`src/rtl/sem_pkg.sv`:
```
`timescale 1ns / 1ps

package sem_pkg;

	localparam int CFG_INDEX_W = 2;
	localparam int CFG_DATA_W  = 12;

	localparam logic [CFG_INDEX_W-1:0] REG_IMAGE_WIDTH   = 2'd0;
	localparam logic [CFG_INDEX_W-1:0] REG_IMAGE_HEIGHT  = 2'd1;
	localparam logic [CFG_INDEX_W-1:0] REG_GRADIENT_MODE = 2'd2;

	localparam logic [CFG_DATA_W-1:0] RESET_IMAGE_WIDTH  = 12'd640;
	localparam logic [CFG_DATA_W-1:0] RESET_IMAGE_HEIGHT = 12'd480;
	localparam logic [CFG_DATA_W-1:0] MIN_DIM            = 12'd3;

	localparam logic [7:0] EDGE_MAX = 8'd255;

	typedef enum logic [1:0] {
		MODE_NONE = 2'd0,
		MODE_X    = 2'd1,
		MODE_Y    = 2'd2,
		MODE_AVG  = 2'd3
	} sem_mode_t;

	// Neighborhood in raster order; the center pixel does not enter either kernel.
	typedef struct packed {
		logic [7:0] p1;
		logic [7:0] p2;
		logic [7:0] p3;
		logic [7:0] p4;
		logic [7:0] p6;
		logic [7:0] p7;
		logic [7:0] p8;
		logic [7:0] p9;
	} sem_window_t;

endpackage

```
`src/rtl/sem_grad.sv`:
```
`timescale 1ns / 1ps

module sem_grad import sem_pkg::*; (
	input  sem_window_t win,
	input  sem_mode_t   mode,
	output logic [7:0]  edge_value
);

	logic [9:0]         gx_pos;
	logic [9:0]         gx_neg;
	logic [9:0]         gy_pos;
	logic [9:0]         gy_neg;
	logic signed [10:0] gx;
	logic signed [10:0] gy;
	logic [9:0]         ax;
	logic [9:0]         ay;
	logic [10:0]        sum;
	logic [9:0]         g;

	always_comb begin
		gx_pos = 10'(win.p3) + {1'b0, win.p6, 1'b0} + 10'(win.p9);
		gx_neg = 10'(win.p1) + {1'b0, win.p4, 1'b0} + 10'(win.p7);
		gy_pos = 10'(win.p7) + {1'b0, win.p8, 1'b0} + 10'(win.p9);
		gy_neg = 10'(win.p1) + {1'b0, win.p2, 1'b0} + 10'(win.p3);
		gx = signed'({1'b0, gx_pos}) - signed'({1'b0, gx_neg});
		gy = signed'({1'b0, gy_pos}) - signed'({1'b0, gy_neg});
		ax = gx[10] ? 10'(-gx) : gx[9:0];
		ay = gy[10] ? 10'(-gy) : gy[9:0];
		sum = {1'b0, ax} + {1'b0, ay};
		case (mode)
			MODE_X: begin
				g = ax;
			end
			MODE_Y: begin
				g = ay;
			end
			MODE_AVG: begin
				g = sum[10:1];
			end
			default: begin
				g = '0;
			end
		endcase
		edge_value = (g[9:8] != 2'b00) ? EDGE_MAX : g[7:0];
	end

endmodule

```
`config.mk`:
```
export PLATFORM = sky130hd
export DESIGN_NAME = sem_grad
export DESIGN_NICKNAME = d
export VERILOG_FILES = /design/src/rtl/sem_pkg.sv /design/src/rtl/sem_grad.sv
export SDC_FILE = /design/constraint.sdc
export NUM_CORES = 1
export LEC_CHECK = 0
export BUFFER_PORTS_ARGS = -buffer_cell sky130_fd_sc_hd__buf_2
export CAP_MARGIN = 15
export CORE_MARGIN = 4
export CORE_UTILIZATION = 41
export DETAILED_ROUTE_END_ITERATION = 8
export PLACE_DENSITY = 0.68
export SYNTH_ARGS = -nofsm -noshare
export SYNTH_HDL_FRONTEND = slang
export SYNTH_SLANG_ARGS = --single-unit
```
`constraint.sdc`:
```
create_clock -name vclk -period 5.5
set_input_delay 0 -clock vclk [all_inputs]
set_output_delay 0 -clock vclk [all_outputs]
set_load 0.05 [all_outputs]
```
---- After elaboration in Yosys (flattened, before gate mapping) ----
Index checks and enable logic that the tools add are counted.
storage, ports and cells
  word-level logic and storage cells ...... 21
  output and inout bits ................... 8
  register bits ........................... 0
cells by class
  mux-type cells .......................... 4
  equal/unequal tests ..................... 3
  add/subtract/negate cells ............... 13
  reductions and logical operators ........ 1
operators with widths
  cell                number
  $add 10x8->10       4
  $add 8x9->10        4
  $pmux 10 s3         1
  $sub 10x10->11      2
  $mux 10             2
  $neg 10->10         2
  $add 10x10->11      1
  $mux 8              1
  $eq 2x2->1 const B  2
  $eq 2x1->1 const B  1
  $reduce_bool 2->1   1

---- Logic depth before layout (Yosys ltp) ----
Gate-level depths: netlist of run 1.
  word-level depth ........................ 9
  gate-level depth with buffers ........... 25

---- Worst setup path before layout of run 1 ----
Ideal clock, no wire load.
  path kind ............................... input -> output
  from .................................... input port win[4] in the netlist's numbering
  to ...................................... output port edge_value[6]
  data required time ...................... 5500 ps
  buffers on the path ..................... 0
  data arrival time ....................... 6164 ps
  setup slack ............................. -664 ps
  stages .................................. 25
  cells stage by stage .................... inv_1 > fa_1 > inv_1 > fa_1 > inv_1 > fa_1 > inv_1 > ha_1 > a21o_1 > a22o_2 > a221oi_1 > o21bai_1 > a21oi_1 > nand2_1 > o21ai_0 > ha_1 > a31o_2 > a21oi_1 > o21ai_0 > and2_1 > o21a_1 > nor2_1 > xnor2_1 > a2111oi_0 > o21ai_0
on the way
  cells in the longest elaborated chain, start to end .. 8
  elaborated cells on any way between the ends .. 12
RTL lines
  element                                   line                            RTL
  from (decl)                               sem_grad.sv:4                   input sem_window_t win,
  $add 10x8->10, on equally long branches   sem_grad.sv:21, sem_grad.sv:23
  $sub 10x10->11, on equally long branches  sem_grad.sv:25, sem_grad.sv:26
  $neg 10->10, on equally long branches     sem_grad.sv:27, sem_grad.sv:28
  $mux 10, on equally long branches         sem_grad.sv:27, sem_grad.sv:28
  $add 10x10->11                            sem_grad.sv:29                  sum = {1'b0, ax} + {1'b0, ay};
  $pmux 10 s3 (*)                           sem_grad.sv:30                  case (mode)
  $reduce_bool 2->1                         sem_grad.sv:44                  edge_value = (g[9:8] != 2'b00) ? EDGE_MAX : g[7:0];
  $mux 8 (*)                                sem_grad.sv:44
  to (decl)                                 sem_grad.sv:6                   output logic [7:0] edge_value
Every way passes the cells marked *; elsewhere a longest branch is shown, timed or not.

---- Worst setup path after layout of run 1 ----
  from .................................... input port win[42] in the netlist's numbering
  to ...................................... output port edge_value[2]
on the way
  cells in the longest elaborated chain, start to end .. 9
  elaborated cells on any way between the ends .. 13
RTL lines
  element            line            RTL
  $add 8x9->10       sem_grad.sv:21  gx_pos = 10'(win.p3) + {1'b0, win.p6, 1'b0} + 10'(win.p9);
  $add 10x8->10      sem_grad.sv:21
  $sub 10x10->11     sem_grad.sv:25  gx = signed'({1'b0, gx_pos}) - signed'({1'b0, gx_neg});
  $neg 10->10        sem_grad.sv:27  ax = gx[10] ? 10'(-gx) : gx[9:0];
  $mux 10            sem_grad.sv:27
  $add 10x10->11     sem_grad.sv:29
  $pmux 10 s3 (*)    sem_grad.sv:30
  $reduce_bool 2->1  sem_grad.sv:44
  $mux 8 (*)         sem_grad.sv:44
Marked as above.

==> results of run 1 <==
tightest hold or removal path, delay by kind of cell:
family                 cells  cell delay, ns
buffers and inverters      2            0.30
and+or+nand+nor            1            0.08
AOI/OAI and AO/OA          1            0.09
area by class of cell:
type	instances	area [µm²]	share of cell area [%]
Timing Repair Buffer	145	953	19.1
Tap cell	105	131	2.64
Multi-Input combinational cell	300	3360	67.4
Inverter	143	539	10.8
placed cells by master (no fill, tap or decap), types with 6 or more instances in the layout:
cell | Yosys | final
inv_1 | 143 | 135
buf_4 | 0 | 71
buf_2 | 0 | 66
fa_1 | 63 | 61
ha_1 | 35 | 26
nor2_1 | 26 | 25
xnor2_1 | 22 | 18
a21oi_1 | 20 | 13
nand2_1 | 13 | 12
a21o_1 | 9 | 9
o21ai_0 | 15 | 9
xor2_1 | 10 | 9
a21oi_2 | 1 | 8
ha_4 | 0 | 8
buf_6 | 0 | 8
inv_2 | 0 | 7
o211ai_1 | 6 | 6
nand3_1 | 7 | 6
cell families (layout without fill, tap and decap cells):
kind of cell | count (synthesis) | in the layout
xor gates and xnor gates | 32 | 32
AOI/OAI and AO/OA | 83 | 83
muxes | 5 | 5
buffers and inverters | 148 | 288
and+or+nand+nor | 82 | 82
adders and majority gates | 98 | 98
layer usage:
metal	global-route usage (%)	up-vias	wire (µm)
met5	0	-	0
met2	34.0	63	4730
met1	21.4	1594	3580
met3	0.551	4	301
li1	-	1686	-
met4	0.613	0	46
how the worst max path moves through the flow:
| stage | from | endpoint | slack [ns] | cells past startpoint |
|---|---|---|---|---|
| floorplan | win[4] | edge_value[7] | 0.01 | 25 |
| global route | win[42] | edge_value[2] | -0.20 | 21 |
| global placement | win[19] | edge_value[2] | -0.17 | 21 |
| finish | win[42] | edge_value[2] | 0.04 | 21 |
| CTS | win[60] | edge_value[2] | 0.006 | 24 |
| detailed placement | win[19] | edge_value[2] | -0.27 | 21 |
what timing repair did:
item,in CTS,in global routing
setup buffers,5,8
pin swaps,21,33
setup endpoints to repair,8,8
hold buffers,0,0
resized for setup,26,46
per-stage QoR:
stage	area [µm²]	cells	hold WS, ns	worst slack [ns]	TNS, ns
3_3_place_gp	4560	680	0.505	-0.174	-0.644
2_1_floorplan	3650	448	0.326	0.00968	0
6_report	4980	693	0.466	0.0411	0
3_5_place_dp	4560	680	0.511	-0.269	-1.38
5_1_grt	4980	693	0.502	-0.199	-1.12
4_1_cts	4720	685	0.513	0.00622	0
==> impl_metrics.env, run 1 <==
export IMPL_vias=3347
export IMPL_synth_xor_area_share_pct=7.81
export IMPL_regArea_um2=0
export IMPL_syn_avg_cell_area_um2=8.01
export IMPL_die_w_um=102
export IMPL_synthDominantCellAreaShare_pct=35.1
export IMPL_critPathKind="primary input to primary output"
export IMPL_gp_congestion=0.883
export IMPL_drt_wl_total_um=8660
export IMPL_ys_top_cells_by_area="fa_1 (35%), inv_1 (15%), ha_1 (12%), xnor2_1 (5.4%), a21oi_1 (2.8%)"
export IMPL_core_area_um2=8380
export IMPL_portBuffers=74
export IMPL_holdPathEnd="edge_value[1]"
export IMPL_n_antenna_cell=0
export IMPL_wl_per_cell_um=12.5
export IMPL_antenna_left=0
export IMPL_n_fill_cell=739
export IMPL_cp_required_ns=5.50
export IMPL_synth_mux_area_share_pct=1.46
export IMPL_num_clock_buffers=0
export IMPL_critPathMaxStageDelay_ns=0.59
export IMPL_grt_setup_unrepaired="true"
export IMPL_relSlewSlack_pct=59.4
export IMPL_crit_fanout=4
export IMPL_drc=0
export IMPL_path_buf_inv=5
export IMPL_synth_yosys_warnings=0
export IMPL_synth_seq_area_share_pct=0
export IMPL_area_growth_synth_to_final_pct=38.7
export IMPL_drv_cap=0
export IMPL_outcome="finished, final reports clean"
export IMPL_first_pass_iters=4
export IMPL_dieArea_um2=10300
export IMPL_fmax_mhz=183
export IMPL_num_rows=33
export IMPL_finalSetupViolCount=0
export IMPL_period_needed_ns=5.46
export IMPL_drt_vias_per_instance=4.83
export IMPL_worstSetupStartpointType="primary input"
export IMPL_grt_overflow=0
export IMPL_slowest_stage="fa_1"
export IMPL_syn_nets=612
export IMPL_start_util_pct=42.8
export IMPL_synthesis_area_um2=3590
export IMPL_hold_violations=0
export IMPL_synth_most_common_cell="inv_1"
export IMPL_grt_pass1_vias=3509
export IMPL_finalCritPeriodShare_pct=99.3
export IMPL_n_sequential_cell=0
export IMPL_yosys_area_share_simple_pct=11.7
export IMPL_report_final_slew_viol_count=0
export IMPL_cp_top_family="adder cells"
export IMPL_boundaryPins=74
export IMPL_drt_iter0_markers=128
export IMPL_antenna_found_initial=0
export IMPL_cpMostUsedCell="fa_1"
export IMPL_hold_path_class="primary input to primary output"
export IMPL_tightestPinTransition_ns=0.607
export IMPL_synthAdderAreaFrac_pct=47.3
export IMPL_synth_compound_area_share_pct=16.1
export IMPL_die_h_um=102
export IMPL_drive_gt1_share_pct=36.1
export IMPL_path_cells="buf_2 > inv_1 > fa_1 > fa_1 > fa_1 > inv_1 > fa_1 > nand2b_1 > a21oi_1 > o21ai_0 > a21oi_2 > nor3_4 > inv_1 > o21ai_2 > xnor2_2 > ha_2 > or4_4 > o311a_4 > or3_1 > a21boi_2 > buf_6"
export IMPL_worstHoldPathCells=4
export IMPL_fin_util_pct=59.4
export IMPL_min_delay_start="mode[0]"
export IMPL_ys_top_cells_by_count="inv_1 (143), fa_1 (63), ha_1 (35), nor2_1 (26), xnor2_1 (22)"
export IMPL_grt_pass1_wl_um=14800
export IMPL_crit_path_end_kind="primary output"
export IMPL_worstPathArrival_ns=5.46
export IMPL_synth_top_family_by_area="adder cells"
export IMPL_yosysTopAreaCell="fa_1"
export IMPL_grt_max_degree=19
export IMPL_synth_cells=448
export IMPL_hpwlAfterDp_um=7520
export IMPL_ys_types=56
export IMPL_fin_nets=754
export IMPL_grt_usage_pct=17.1
Power of run 1 is not shown: default switching activity piles up to over one toggle a cycle in this logic, so the estimate is an artifact.
==> inputs of run 2 (changes only) <==
--- a/config.mk
+++ b/config.mk
@@ -7,9 +7,12 @@
 export LEC_CHECK = 0
 export BUFFER_PORTS_ARGS = -buffer_cell sky130_fd_sc_hd__buf_2
 export CAP_MARGIN = 15
+export CELL_PAD_IN_SITES_DETAIL_PLACEMENT = 1
+export CELL_PAD_IN_SITES_GLOBAL_PLACEMENT = 1
 export CORE_MARGIN = 4
-export CORE_UTILIZATION = 41
+export CORE_UTILIZATION = 30
 export DETAILED_ROUTE_END_ITERATION = 8
+export GPL_ROUTABILITY_DRIVEN = 0
 export PLACE_DENSITY = 0.68
 export SYNTH_ARGS = -nofsm -noshare
 export SYNTH_HDL_FRONTEND = slang
==> run 2 against run 1 <==
  * The flow now finishes with violations (setup timing)
  * Global-route usage decreased by 1.5 points
  * Design area increased by 9.9%
  * First-iteration DRC count decreased by 48%
  * Sequential cell count unchanged
  * Count of clock-buffer cells in the layout unchanged
  * Sequential share of layout area unchanged
  * Maximum frequency decreased by 2.0%
  * Wire length increased by 34%
==> impl_metrics.env, run 2 (synthesized netlist as in run 1, its figures left out) <==
export IMPL_outcome="complete, but fails checks"
export IMPL_failed_checks="setup timing"
export IMPL_crit_fanout=5
export IMPL_area_growth_synth_to_final_pct=52.5
export IMPL_regArea_um2=0
export IMPL_hold_path_class="primary input to primary output"
export IMPL_worstSetupStartpointType="primary input"
export IMPL_stdcell_count=759
export IMPL_drv_cap=0
export IMPL_crit_path_end_kind="primary output"
export IMPL_grt_usage_pct=15.6
export IMPL_holdPathEnd="edge_value[1]"
export IMPL_drc=0
export IMPL_dp_cells=737
export IMPL_drt_wl_total_um=11600
export IMPL_die_w_um=117
export IMPL_fmax_mhz=180
export IMPL_num_clock_buffers=0
export IMPL_finalCritPeriodShare_pct=101
export IMPL_hold_buffers=0
export IMPL_tightestPinTransition_ns=0.674
export IMPL_first_pass_iters=4
export IMPL_drt_vias_per_instance=4.77
export IMPL_hpwlAfterDp_um=9160
export IMPL_worst_slack_ns=-0.0700
export IMPL_layout_common_cells="inv_1 (123), buf_4 (98), fa_1 (59), buf_2 (59), nor2_1 (21)"
export IMPL_cp_required_ns=5.50
export IMPL_grt_pass1_vias=4163
export IMPL_die_h_um=117
export IMPL_relSlewSlack_pct=55.0
export IMPL_drive_gt1_share_pct=45.3
export IMPL_grt_max_degree=19
export IMPL_start_util_pct=31.0
export IMPL_antenna_left=0
export IMPL_wl_per_cell_um=15.3
export IMPL_antenna_found_initial=0
export IMPL_fin_nets=782
export IMPL_n_sequential_cell=0
export IMPL_hold_violations=0
export IMPL_critPathKind="primary input to primary output"
export IMPL_portBuffers=74
export IMPL_boundaryPins=74
export IMPL_dieArea_um2=13800
export IMPL_worstPathArrival_ns=5.57
export IMPL_drt_iter0_markers=67
export IMPL_grt_setup_unrepaired="true"
export IMPL_finalSetupViolCount=4
export IMPL_final_common_cell="inv_1"
export IMPL_worstHoldPathCells=4
export IMPL_n_antenna_cell=0
export IMPL_grt_pass1_wl_um=18700
export IMPL_period_needed_ns=5.57
export IMPL_grt_overflow=0
export IMPL_report_final_slew_viol_count=0
export IMPL_vias=3618
export IMPL_num_rows=39
export IMPL_min_delay_start="mode[0]"
export IMPL_core_area_um2=11600
export IMPL_n_fill_cell=1382
-- run 2: changes by cell type in the layout (fill, tap and decap cells not counted), moves of 3 or more --
cell     change
nor2_2       +4
buf_4       +27
ha_1         -6
a21oi_2      +4
inv_2       +12
ha_2         +3
a21oi_1      -4
buf_6        +6
nor2_1       -4
inv_1       -12
ha_4         +3
buf_2        -7
-- run 2: critical path: stages --
cell and delay [ns]:
buf_6 0.07, inv_2 0.03, fa_1 0.51, fa_1 0.62, fa_1 0.50, ha_4 0.32
a211oi_4 0.07, buf_4 0.15, or4b_2 0.64, nand3_2 0.14, buf_4 0.13, nor3_2 0.05
a31oi_1 0.29, xnor2_1 0.19, ha_2 0.23, or4_4 0.53, o311a_4 0.40, a211oi_4 0.30
buf_4 0.19, nand3_4 0.06, buf_8 0.16
-- run 2: area by class of cell --
cell class	instances	area [µm²]	share of cell area, %
multi-input combinational	300	3540	64.6
timing repair buffer	173	1220	22.3
inverter	143	539	9.85
tap	143	179	3.27
-- run 2: stage by stage --
| step | utilization (%) | TNS (ns) | instance area [µm²] | setup slack [ns] | hold WS (ns) |
|---|---|---|---|---|---|
| floorplan | - | 0 | 3650 | 0.00968 | 0.326 |
| global placement | 41.1 | -0.951 | 4750 | -0.204 | 0.508 |
| detailed placement | 41.1 | -2.36 | 4750 | -0.450 | 0.512 |
| CTS | 44.0 | -0.140 | 5090 | -0.0844 | 0.485 |
| global route | 47.3 | -1.21 | 5480 | -0.222 | 0.514 |
| finish | 47.3 | -0.148 | 5480 | -0.0700 | 0.469 |
-- run 2: how the worst max path moves through the flow --
stage                       start            end  slack (ns)  cells after the start
final                     win[33]  edge_value[4]       -0.07                     21
after floorplan            win[4]  edge_value[7]        0.01                     25
after detailed placement  win[44]  edge_value[6]       -0.45                     24
after global placement    win[44]  edge_value[6]       -0.20                     27
after CTS                 win[12]  edge_value[0]       -0.08                     27
after global routing      win[18]  edge_value[4]       -0.22                     24
-- run 2: layer usage --
layer / global-route usage (%) / up-vias / part of all wire [%] / wire, µm
li1: - / 1736 / - / -
met1: 18.0 / 1785 / 38 / 4420
met2: 31.8 / 77 / 56 / 6560
met3: 0.962 / 20 / 3.6 / 418
met4: 2.49 / 0 / 2.1 / 242
met5: 0 / - / 0 / 0
-- run 2: repair_timing --
action                                  4_1_cts  5_1_grt
pin swaps                                    43       72
endpoints found under the setup margin        8        8
resized for setup                            59       73
setup buffers                                10       13
Power of run 2 is left out for the same reason.
==> inputs of run 3 (changes only) <==
--- a/config.mk
+++ b/config.mk
@@ -12,8 +12,8 @@
 export CORE_MARGIN = 4
 export CORE_UTILIZATION = 30
 export DETAILED_ROUTE_END_ITERATION = 8
-export GPL_ROUTABILITY_DRIVEN = 0
-export PLACE_DENSITY = 0.68
+export GPL_ROUTABILITY_DRIVEN = 1
+export PLACE_DENSITY = 0.7
 export SYNTH_ARGS = -nofsm -noshare
 export SYNTH_HDL_FRONTEND = slang
 export SYNTH_SLANG_ARGS = --single-unit
==> run 3 against run 2 <==
  * The flow still finishes with violations (setup timing)
  * Global-route usage increased by 0.15 points
  * Utilization rose by 1.7 points
  * Cell count is 1.6% higher
  * Critical endpoint is now edge_value[7]
  * Highest routed layer unchanged
==> impl_metrics.env, run 3 (synthesized netlist as in run 1, its figures left out) <==
export IMPL_crit_fanout=5
export IMPL_grt_overflow=0
export IMPL_grt_usage_pct=15.8
export IMPL_hold_path_class="primary input to primary output"
export IMPL_drt_wl_total_um=13200
export IMPL_n_antenna_cell=0
export IMPL_wl_per_cell_um=17.2
export IMPL_portBuffers=74
export IMPL_regArea_um2=0
export IMPL_hpwlAfterDp_um=9390
export IMPL_n_sequential_cell=0
export IMPL_hold_violations=0
export IMPL_outcome="complete, but fails checks"
export IMPL_failed_checks="setup timing"
export IMPL_n_fill_cell=1366
export IMPL_hold_buffers=0
export IMPL_grt_setup_unrepaired="true"
export IMPL_grt_max_degree=19
export IMPL_first_pass_iters=4
export IMPL_antenna_found_initial=0
export IMPL_post_place_ws_ns=-0.361
export IMPL_finalSetupViolCount=7
export IMPL_stdcell_count=771
export IMPL_tightestPinTransition_ns=0.798
export IMPL_finalCritPeriodShare_pct=102
export IMPL_crit_path_end_kind="primary output"
export IMPL_period_needed_ns=5.61
export IMPL_fin_util_pct=49.1
export IMPL_area_growth_synth_to_final_pct=58.1
export IMPL_drt_iter0_markers=127
export IMPL_drc=0
export IMPL_die_h_um=117
export IMPL_start_util_pct=31.0
export IMPL_grt_pass1_wl_um=18800
export IMPL_boundaryPins=74
export IMPL_critPathKind="primary input to primary output"
export IMPL_report_final_slew_viol_count=0
export IMPL_drive_gt1_share_pct=46.3
export IMPL_grt_pass1_vias=4149
export IMPL_worstSetupStartpoint="win[42]"
export IMPL_num_rows=39
export IMPL_antenna_left=0
export IMPL_vias=3815
export IMPL_final_common_cell="inv_1"
export IMPL_num_clock_buffers=0
export IMPL_cp_required_ns=5.50
export IMPL_min_delay_start="mode[0]"
export IMPL_gp_congestion=0.880
export IMPL_core_area_um2=11600
export IMPL_layout_common_cells="inv_1 (125), buf_4 (104), buf_2 (62)"
export IMPL_dieArea_um2=13800
export IMPL_drv_cap=0
export IMPL_dp_cells=738
export IMPL_fin_nets=794
export IMPL_relSlewSlack_pct=46.7
export IMPL_drt_vias_per_instance=4.95
export IMPL_die_w_um=117
export IMPL_worstSetupStartpointType="primary input"
export IMPL_worstPathArrival_ns=5.61
export IMPL_crit_path_end="edge_value[7]"
export IMPL_fmax_mhz=178
export IMPL_worst_slack_ns=-0.114
## run 3: cell count changes in the layout (fill, tap and decap cells not counted), moves of 2 or more
| cell | before | now |
|---|---|---|
| a21oi_1 | 9 | 11 |
| xnor2_2 | 4 | 6 |
| a21oi_4 | 0 | 2 |
| buf_4 | 98 | 104 |
| nor2_4 | 0 | 3 |
| buf_2 | 59 | 62 |
| inv_2 | 19 | 17 |
| buf_6 | 14 | 18 |
| xnor2_1 | 18 | 15 |
| a21oi_2 | 12 | 8 |
| nor2_2 | 5 | 3 |
| inv_1 | 123 | 125 |
## run 3: stage by stage
stage,area (µm²),setup TNS [ns],hold slack (ns)
2_1_floorplan,3650,0,0.326
3_3_place_gp,4760,-0.956,0.501
3_5_place_dp,4760,-2.30,0.519
4_1_cts,5180,-0.0874,0.504
5_1_grt,5680,-2.20,0.531
6_report,5680,-0.425,0.505
## run 3: layout make-up
cell class | instances | area [µm²] | area share, %
Timing Repair Buffer | 185 | 1310 | 23.1
Inverter | 143 | 539 | 9.50
Tap cell | 143 | 179 | 3.15
Multi-Input combinational cell | 300 | 3650 | 64.3
## run 3: worst max-delay path: stages
cell	delay, ns
buf_2	0.10
buf_4	0.13
fa_1	0.50
fa_1	0.45
fa_1	0.56
buf_4	0.12
inv_1	0.04
fa_1	0.50
xor2_2	0.35
nand3_1	0.28
nor3_1	0.45
nor2_1	0.13
xor2_1	0.20
ha_1	0.28
or4_4	0.45
nor2_2	0.11
nand3_1	0.11
o311a_4	0.19
a211oi_4	0.18
buf_6	0.16
o211ai_1	0.11
buf_4	0.21
## run 3: routing by layer
| layer | GRT usage [%] | vias up | share of wire [%] | routed length (µm) |
|---|---|---|---|---|
| met1 | 18.3 | 1896 | 38 | 5070 |
| met2 | 31.5 | 118 | 55 | 7230 |
| met5 | 0 | - | 0 | 0 |
| met4 | 3.45 | 0 | 3.5 | 461 |
| li1 | - | 1763 | - | - |
| met3 | 0.914 | 38 | 3.5 | 463 |
## run 3: how the worst min path moves through the flow
stage | to | slack [ns] | cells after the start
2_1_floorplan | edge_value[2] | 0.33 | 2
3_3_place_gp | edge_value[3] | 0.50 | 4
3_5_place_dp | edge_value[4] | 0.52 | 4
4_1_cts | edge_value[4] | 0.50 | 4
5_1_grt | edge_value[1] | 0.53 | 4
6_report | edge_value[1] | 0.51 | 4
## run 3: repair_timing
item,4_1_cts,5_1_grt
pin swaps,43,80
setup endpoints to repair,8,8
setup buffers,15,19
resized for setup,64,77
Power of run 3 is left out for the same reason.
